==> src/design/cau_pkg.sv <==
// package: shared types, widths, codes and saturation helper for the complex unit
package cau_pkg;

    localparam int WordBits = 32;
    localparam int FracBits = 16;
    localparam int ProdBits = 2 * WordBits + 1;
    localparam int NumBits  = ProdBits + FracBits;
    localparam int QDepth   = 2;

    typedef enum logic [1:0] {
        OP_ADD = 2'd0,
        OP_SUB = 2'd1,
        OP_MUL = 2'd2,
        OP_DIV = 2'd3
    } op_t;

    typedef enum logic [1:0] {
        ST_OK   = 2'd0,
        ST_OVF  = 2'd1,
        ST_DIVZ = 2'd2
    } status_t;

    typedef struct packed {
        op_t                  op;
        logic signed [WordBits-1:0] a_re;
        logic signed [WordBits-1:0] a_im;
        logic signed [WordBits-1:0] b_re;
        logic signed [WordBits-1:0] b_im;
    } req_t;

    typedef struct packed {
        logic signed [WordBits-1:0] re;
        logic signed [WordBits-1:0] im;
        logic                       ovf;
    } sat_t;

    function automatic logic signed [WordBits-1:0] sat_word(
        input logic signed [NumBits-1:0] v,
        output logic                     ovf
    );
        logic signed [NumBits-1:0] hi;
        logic signed [NumBits-1:0] lo;
        hi = NumBits'({1'b0, {(WordBits-1){1'b1}}});
        lo = -hi - NumBits'(1);
        ovf = 1'b0;
        if (v > hi)
        begin
            ovf = 1'b1;
            return hi[WordBits-1:0];
        end
        else if (v < lo)
        begin
            ovf = 1'b1;
            return lo[WordBits-1:0];
        end
        return v[WordBits-1:0];
    endfunction

endpackage

==> src/design/cau_front.sv <==
// front end: request queue toward the arithmetic back end
module cau_front (
    input  logic            clk,
    input  logic            rst_n,
    input  logic            in_valid,
    output logic            in_ready,
    input  cau_pkg::req_t   in_req,
    output logic            q_valid,
    input  logic            q_ready,
    output cau_pkg::req_t   q_req
);
    localparam int PW = $clog2(cau_pkg::QDepth);

    cau_pkg::req_t       mem_reg [cau_pkg::QDepth];
    logic [PW-1:0]       wp_reg, wp_next, rp_reg, rp_next;
    logic [PW:0]         cnt_reg, cnt_next;
    logic                push, pop;

    assign in_ready = (cnt_reg != (PW+1)'(cau_pkg::QDepth));
    assign q_valid  = (cnt_reg != '0);
    assign q_req    = mem_reg[rp_reg];
    assign push     = in_valid && in_ready;
    assign pop      = q_valid && q_ready;

    always_comb
    begin
        wp_next  = push ? wp_reg + PW'(1) : wp_reg;
        rp_next  = pop ? rp_reg + PW'(1) : rp_reg;
        cnt_next = cnt_reg + (PW+1)'(push) - (PW+1)'(pop);
    end

    always_ff @(posedge clk or negedge rst_n)
    begin
        if (!rst_n)
        begin
            wp_reg  <= '0;
            rp_reg  <= '0;
            cnt_reg <= '0;
        end
        else
        begin
            wp_reg  <= wp_next;
            rp_reg  <= rp_next;
            cnt_reg <= cnt_next;
        end
    end

    always_ff @(posedge clk)
    begin
        if (push)
        begin
            mem_reg[wp_reg] <= in_req;
        end
    end
endmodule

==> config.mk <==
export PLATFORM = sky130hd
export DESIGN_NAME = cau_front
export DESIGN_NICKNAME = d
export VERILOG_FILES = /design/src/design/cau_pkg.sv /design/src/design/cau_front.sv
export SDC_FILE = /design/constraint.sdc
export NUM_CORES = 1
export LEC_CHECK = 0
export ABC_AREA = 0
export BUFFER_PORTS_ARGS = -buffer_cell sky130_fd_sc_hd__buf_4
export CAP_MARGIN = 10
export CELL_PAD_IN_SITES_DETAIL_PLACEMENT = 1
export CELL_PAD_IN_SITES_GLOBAL_PLACEMENT = 1
export CORE_ASPECT_RATIO = 0.7
export CORE_MARGIN = 2
export CORE_UTILIZATION = 34
export DETAILED_ROUTE_END_ITERATION = 8
export PLACE_DENSITY_LB_ADDON = 0.15
export SETUP_SLACK_MARGIN = 0.15
export SLEW_MARGIN = 15
export SYNTH_ARGS = -nofsm -noshare
export SYNTH_HDL_FRONTEND = slang
export SYNTH_SLANG_ARGS = --single-unit
==> constraint.sdc <==
create_clock -name clk -period 17.65 [get_ports clk]
set_input_delay 2.6475 -clock clk [delete_from_list [all_inputs] [get_ports clk]]
set_output_delay 2.6475 -clock clk [all_outputs]
set_load 0.05 [all_outputs]
======== Word-level counts from Yosys, hierarchy flattened ========
Memory sizes are Yosys's and may differ from the RTL's.
Cells that the tools add are included.
word-level totals
  bits in registers ....................... 4
  bits in writable memories ............... 260
  input port bits ......................... 134
  output and inout port bits .............. 132
  word-level logic and storage cells ...... 14
  memories kept ........................... 1
operators by class
  $add $sub $neg .......................... 4
  equality and inequality tests ........... 1
  mux-type cells .......................... 2
  reduce and logical (&&, ||, !) cells .... 3
memories
  name     depth  bits a word  rd ports  clocked after Yosys merged registers in  write ports  RTL line         source
  mem_reg  2      130          1         0                                        1            cau_front.sv:14  cau_pkg::req_t mem_reg [cau_pkg::QDepth];
operator list
  operator             number
  $add 1x1->1 const B  2
  $add 2x1->2          1
  $logic_and 1x1->1    2
  $mux 1               2
  $ne 2x2->1 const B   1
  $reduce_bool 2->1    1
  $sub 2x1->2          1

======== Longest topological paths before layout ========
Gate-level depths: netlist of the first run.
  depth after elaboration ................. 4
  mapped depth ............................ 5
  gate-level depth less buffers ........... 5

======== Least setup slack after synthesis of the first run ========
OpenSTA, ideal clock, no wires.
  kind .................................... input-to-reg
  from .................................... input port in_valid
  to ...................................... memory mem_reg[0][0] (netlist name) (enable)
  library setup time ...................... 0.621 ns
  data arrival time ....................... 8.143 ns
  required time ........................... 17.029 ns
  path slack .............................. 8.886 ns
  stages .................................. 2
  buffers on the path ..................... 0
  cell sequence ........................... nand2_1 -> nor2_1
between the ends
  longest elaborated chain between the ends .. 3
RTL lines
  what                          RTL line         source
  start, declared               cau_front.sv:5   input logic in_valid,
  $logic_and 1x1->1             cau_front.sv:22  assign push = in_valid && in_ready;
  $mux 1                        cau_front.sv:50  if (push)
  $mux 1 (not written as such)  cau_front.sv:52  mem_reg[wp_reg] <= in_req;
  end, declared                 cau_front.sv:14
Every way passes these cells.

==> results.json, run 1 <==
{
  "syn_area_per_cell_um2": 23.4,
  "hp-class": "register to register",
  "die_area_um2": 30700,
  "cts_max_level": 1,
  "clockBufferDepth": 3,
  "wire_per_inst_um": 19.2,
  "met2_wirelength_mm": 10.0,
  "status": "finished, final reports clean",
  "cts.sinks": 264,
  "cts_resized": 0,
  "grt_max_degree": 74,
  "cts_hold_buf": 0,
  "top_layer_used": "met4",
  "path_class": "register to output pin",
  "critical_path.max_stage_delay_ps": 870,
  "core_area_um2": 28900,
  "synthesis.nets": 562,
  "antenna_found_initial": 1,
  "grt_pass1_vias": 5502,
  "drt_wl_total_mm": 21.4,
  "largest_reg_flops": 260,
  "tns_ps": 0,
  "cts_tree": "done",
  "detail-route-antenna-nets": 0,
  "layout_commonest_cell": "buf_4",
  "ys_seq_area_share_pct": 79.3,
  "via_per_inst": 4.42,
  "drt_iter0_markers": 156,
  "power_density_nw_per_um2": 202,
  "post_cts_buffers": 0,
  "period_minus_slack_ps": 6310,
  "cp_common_cell": "buf_4",
  "yosysUniqueCellTypes": 20,
  "fin_nets": 847,
  "cp-end-kind": "output pin",
  "io_pins": 266,
  "start_util_pct": 34.5,
  "cp.arrival_ps": 3660,
  "die_y_um": 147,
  "dieWidth_um": 209,
  "cp.buffers_inverters": 3,
  "finalMaxSlewViolations": 0,
  "wirelength_met1_mm": 8.88,
  "place.gp.congestion": 0.693,
  "grt_pass1_wl_mm": 31.9,
  "setup_viol_count_final": 0,
  "nFillCells": 2723,
  "synth_cells": 427,
  "syn_to_final_growth_pct": 33.7,
  "ir_worst_vdd_uv": 89.3,
  "power.leakage_nw": 5.19,
  "numPortBuffers": 265,
  "mostFrequentLayoutCells": "buf_4 (270), edfxtp_1 (260), mux2_4 (90)",
  "clkTransAtPathRegs_ps": 50,
  "path_cells": "buf_4 > buf_4 > mux2_2 > buf_4",
  "skew_ps": 11.6,
  "drc": 0,
  "worstMarginPinSlew_ps": 1070,
  "overflow": 0,
  "num_vias": 4914,
  "hold_violations": 0,
  "grtUsageTotal_pct": 13.5,
  "path_max_fanout": 53,
  "slew_headroom_pct": 28.6,
  "layout-drive-gt1-share_pct": 61.2,
  "cap_violations": 0,
  "dr_wl_met3_mm": 1.94,
  "grt_setup_unrepaired": "no",
  "fmaxAchievable_mhz": 158,
  "rows": 52,
  "first_pass_iters": 4,
  "finalCritPeriodShare_pct": 35.8,
  "clk_root_buffer_cell": "clkbuf_16",
  "place_hpwl_mm": 14.3,
  "power_w": 0.00269,
  "critPathRequiredTime_ps": 15000,
  "synth_area_um2": 9980,
  "cts_made_buffers": 28,
  "cp_top_family": "buffers and inverters",
  "yosysWarningCount": 0,
  "cp-start-kind": "register",
  "synth_seq_cells": 264,
  "cp_slowest_cell": "buf_4",
  "clock_latency_ps": 540
}
[power by group]
group | switching, W | internal, W | total [W] | leakage (nW)
Clock | 0.000238 | 0.000387 | 0.000624 | 0.482
Sequential | 0.0000520 | 0.000860 | 0.000912 | 2.47
Combinational | 0.000752 | 0.000402 | 0.00115 | 2.24
Total | 0.00104 | 0.00165 | 0.00269 | 5.19
[logic make-up (layout without fill, tap and decap cells)]
| logic type | after synthesis | in the layout | share of synthesized area (%) |
|---|---|---|---|
| flops | 264 | 264 | 79.3 |
| xor+xnor | 3 | 3 | 0.263 |
| simple gates | 10 | 10 | 0.489 |
| compound gates | 4 | 4 | 0.314 |
| buf+inv | 15 | 322 | 1.48 |
| mux | 130 | 130 | 18.1 |
| other cells | 0 | 1 | 0 |
| fa+ha+maj | 1 | 1 | 0.125 |
[worst register-to-register path: stages, from the launching register on]
cell and delay, ps:
dfrtp_1 450, nand2b_1 230, and3_4 750, buf_4 900
[layout make-up]
cell class	instances	area [µm²]	share of cell area, %
flip-flops and latches	264	7910	59.3
repair buffers	270	2030	15.2
multi-input cells	148	1930	14.5
clock buffers	32	737	5.53
well taps	378	473	3.55
clock inverters	20	253	1.90
diodes	1	2.50	0.0188
[worst paths after layout]
check | startpoint | end | slack, ps | cells after the start
setup / recovery | rp_reg | q_req[121] | 11340 | 4
hold / removal | wp_reg | wp_reg | 560 | 1
setup reg to reg | cnt_reg[0] | mem_reg[1][30] | 14800 | 3
hold reg to reg | wp_reg | wp_reg | 560 | 1
max in group asynchronous | rst_n | rp_reg | 15610 | 1
min in group asynchronous | rst_n | cnt_reg[0] | 1910 | 1
[metal layers]
layer | global-route usage [%] | up-vias
met5 | 0 | -
met4 | 3.96 | 0
met3 | 5.60 | 42
met2 | 22.1 | 162
met1 | 16.6 | 2434
li1 | - | 2276
[metrics by stage]
step / instances / hold slack, ps / util [%] / setup WS [ps] / cell area, µm²
2_1_floorplan: 427 / 460 / - / 8890 / 9980
3_3_place_gp: 1060 / 536 / 42.7 / 11920 / 12300
3_5_place_dp: 1060 / 558 / 42.7 / 11850 / 12300
4_1_cts: 1112 / 573 / 46.2 / 11270 / 13300
5_1_grt: 1112 / 590 / 46.2 / 11120 / 13300
6_report: 1113 / 563 / 46.2 / 11340 / 13300
[cells in the mapped netlist]
| cell type | n | area share (%) |
|---|---|---|
| edfxtp_1 | 260 | 78 |
| buf_6 | 10 | 1.1 |
| a211oi_1 | 1 | 0.075 |
| nand2b_1 | 1 | 0.063 |
| dfrtp_1 | 4 | 1.0 |
| mux2_4 | 90 | 14 |
| o21ai_0 | 1 | 0.050 |
| nand3_1 | 1 | 0.050 |
| or2_2 | 1 | 0.063 |
| buf_2 | 4 | 0.20 |
| mux2_2 | 40 | 4.5 |
| nand2_1 | 2 | 0.075 |
| buf_8 | 1 | 0.15 |
| nor2b_1 | 1 | 0.063 |
| xnor2_1 | 3 | 0.26 |
| and3_1 | 1 | 0.063 |
| a32oi_1 | 1 | 0.088 |
| a21bo_2 | 1 | 0.10 |
| ha_1 | 1 | 0.13 |
| nor2_1 | 3 | 0.11 |
No activity file was read; power rests on OpenSTA's default activity.
==> run 2, diff against run 1 <==
==> constraint.sdc (replaced) <==
create_clock -name clk -period 5.8 [get_ports clk]
set_input_delay 0.87 -clock clk [delete_from_list [all_inputs] [get_ports clk]]
set_output_delay 0.87 -clock clk [all_outputs]
set_load 0.05 [all_outputs]
==> results.json, run 2 (synthesis results as in run 1) <==
{
  "cts_hold_buf": 0,
  "grt_setup_unrepaired": "no",
  "hold_violations": 0,
  "clkTransAtPathRegs_ps": 60,
  "rows": 52,
  "place.gp.congestion": 0.724,
  "dp_cells": 1060,
  "r2r_slack_ps": 3420,
  "power_frac_clock_pct": 21.2,
  "finalCritPeriodShare_pct": 61.0,
  "worstMarginPinSlew_ps": 1110,
  "cts_made_buffers": 28,
  "fmaxAchievable_mhz": 283,
  "detail-route-antenna-nets": 0,
  "layout-drive-gt1-share_pct": 60.0,
  "design_area_um2": 13200,
  "finalMaxSlewViolations": 0,
  "path_max_fanout": 90,
  "status": "finished, final reports clean",
  "grtUsageTotal_pct": 13.9,
  "die_y_um": 147,
  "grt_pass1_vias": 5566,
  "drt_iter0_markers": 183,
  "die_area_um2": 30700,
  "p_int_w": 0.00484,
  "core_area_um2": 28900,
  "p_sw_share_pct": 39.4,
  "reg2reg_depth": 3,
  "slew_headroom_pct": 25.8,
  "cp-end-kind": "output pin",
  "setup_viol_count_final": 0,
  "dieWidth_um": 209,
  "cap_violations": 0,
  "power_density_nw_per_um2": 603,
  "seqPwrFrac_pct": 34.9,
  "clock_latency_ps": 530,
  "num_vias": 4944,
  "cts_tree": "done",
  "via_per_inst": 4.45,
  "antenna_cells": 0,
  "clk_root_buffer_cell": "clkbuf_16",
  "cp-start-kind": "register",
  "cts.sinks": 264,
  "placed_area_um2": 12400,
  "syn_to_final_growth_pct": 32.6,
  "start_util_pct": 34.5,
  "largest_reg_flops": 260,
  "instances_no_fill": 1111,
  "critPathRequiredTime_ps": 4930,
  "first_pass_iters": 4,
  "overflow": 0,
  "ir_worst_vdd_uv": 300,
  "path_class": "register to output pin",
  "skew_ps": 8.46,
  "cts_max_level": 1,
  "clockBufferDepth": 3,
  "post_cts_buffers": 0,
  "period_minus_slack_ps": 3540,
  "io_pins": 266,
  "netSwitchingPower_w": 0.00314,
  "comb_power_share_pct": 43.9,
  "drt_wl_total_mm": 21.5,
  "cts_resized": 0,
  "tns_ps": 0,
  "mostFrequentLayoutCells": "buf_4 (269), edfxtp_1 (260), mux2_4 (90)",
  "numPortBuffers": 265,
  "wire_per_inst_um": 19.4,
  "grt_max_degree": 91,
  "cp.arrival_ps": 2670,
  "drc": 0,
  "power.leakage_nw": 5.14,
  "fin_nets": 847,
  "antenna_found_initial": 0,
  "grt_pass1_wl_mm": 32.7,
  "whs_ps": 126,
  "layout_commonest_cell": "buf_4",
  "hp-class": "input port to async pin"
}
[run 2: cell types whose count changed in the layout (fill, tap and decap cells not counted), moves of 2 or more]
cell,change
clkinv_1,+4
clkinvlp_4,-2
bufinv_16,-4
clkinv_2,-3
clkbuf_1,+4
[run 2: power by group through the flow]
stage                     Sequential, W  Clock [W]  Combinational, W
final                           0.00279    0.00169           0.00351
after global routing            0.00283    0.00182           0.00365
after CTS                       0.00280    0.00175           0.00356
after detailed placement        0.00283          0           0.00355
after global placement          0.00280          0           0.00352
after floorplan                 0.00277          0           0.00270
[run 2: area by class of cell]
type	instances	area (µm²)
clock buffers	36	752
clock inverters	15	118
fillers	2780	15700
multi-input cells	148	1930
flip-flops and latches	264	7910
well taps	378	473
repair buffers	270	2040
[run 2: critical path, cell delays in order, from the launching register on]
cell	delay (ps)
dfrtp_4	850
buf_12	550
mux2_4	370
buf_4	190
[run 2: per-stage QoR]
step | utilization [%] | setup slack, ps | power [W]
after floorplan | - | 894 | 0.00548
after global placement | 42.8 | 2860 | 0.00632
final | 45.8 | 2260 | 0.00798
after detailed placement | 42.8 | 2790 | 0.00639
after CTS | 45.8 | 2210 | 0.00810
after global routing | 45.8 | 2150 | 0.00831
[run 2: path summary, 6_finish.rpt]
| kind | start | end |
|---|---|---|
| setup / recovery | rp_reg | q_req[79] |
| hold / removal | rst_n | cnt_reg[1] |
| setup reg to reg | cnt_reg[0] | mem_reg[1][110] |
| hold reg to reg | wp_reg | wp_reg |
| max in group asynchronous | rst_n | rp_reg |
| min in group clk | in_req[85] | mem_reg[0][85] |
[run 2: routing by layer]
| metal | vias up | track usage [%] | wire [µm] |
|---|---|---|---|
| met4 | 0 | 3.36 | 433 |
| li1 | 2267 | - | - |
| met3 | 31 | 5.49 | 1860 |
| met1 | 2475 | 18.1 | 9340 |
| met5 | - | 0 | 0 |
| met2 | 171 | 21.8 | 9880 |
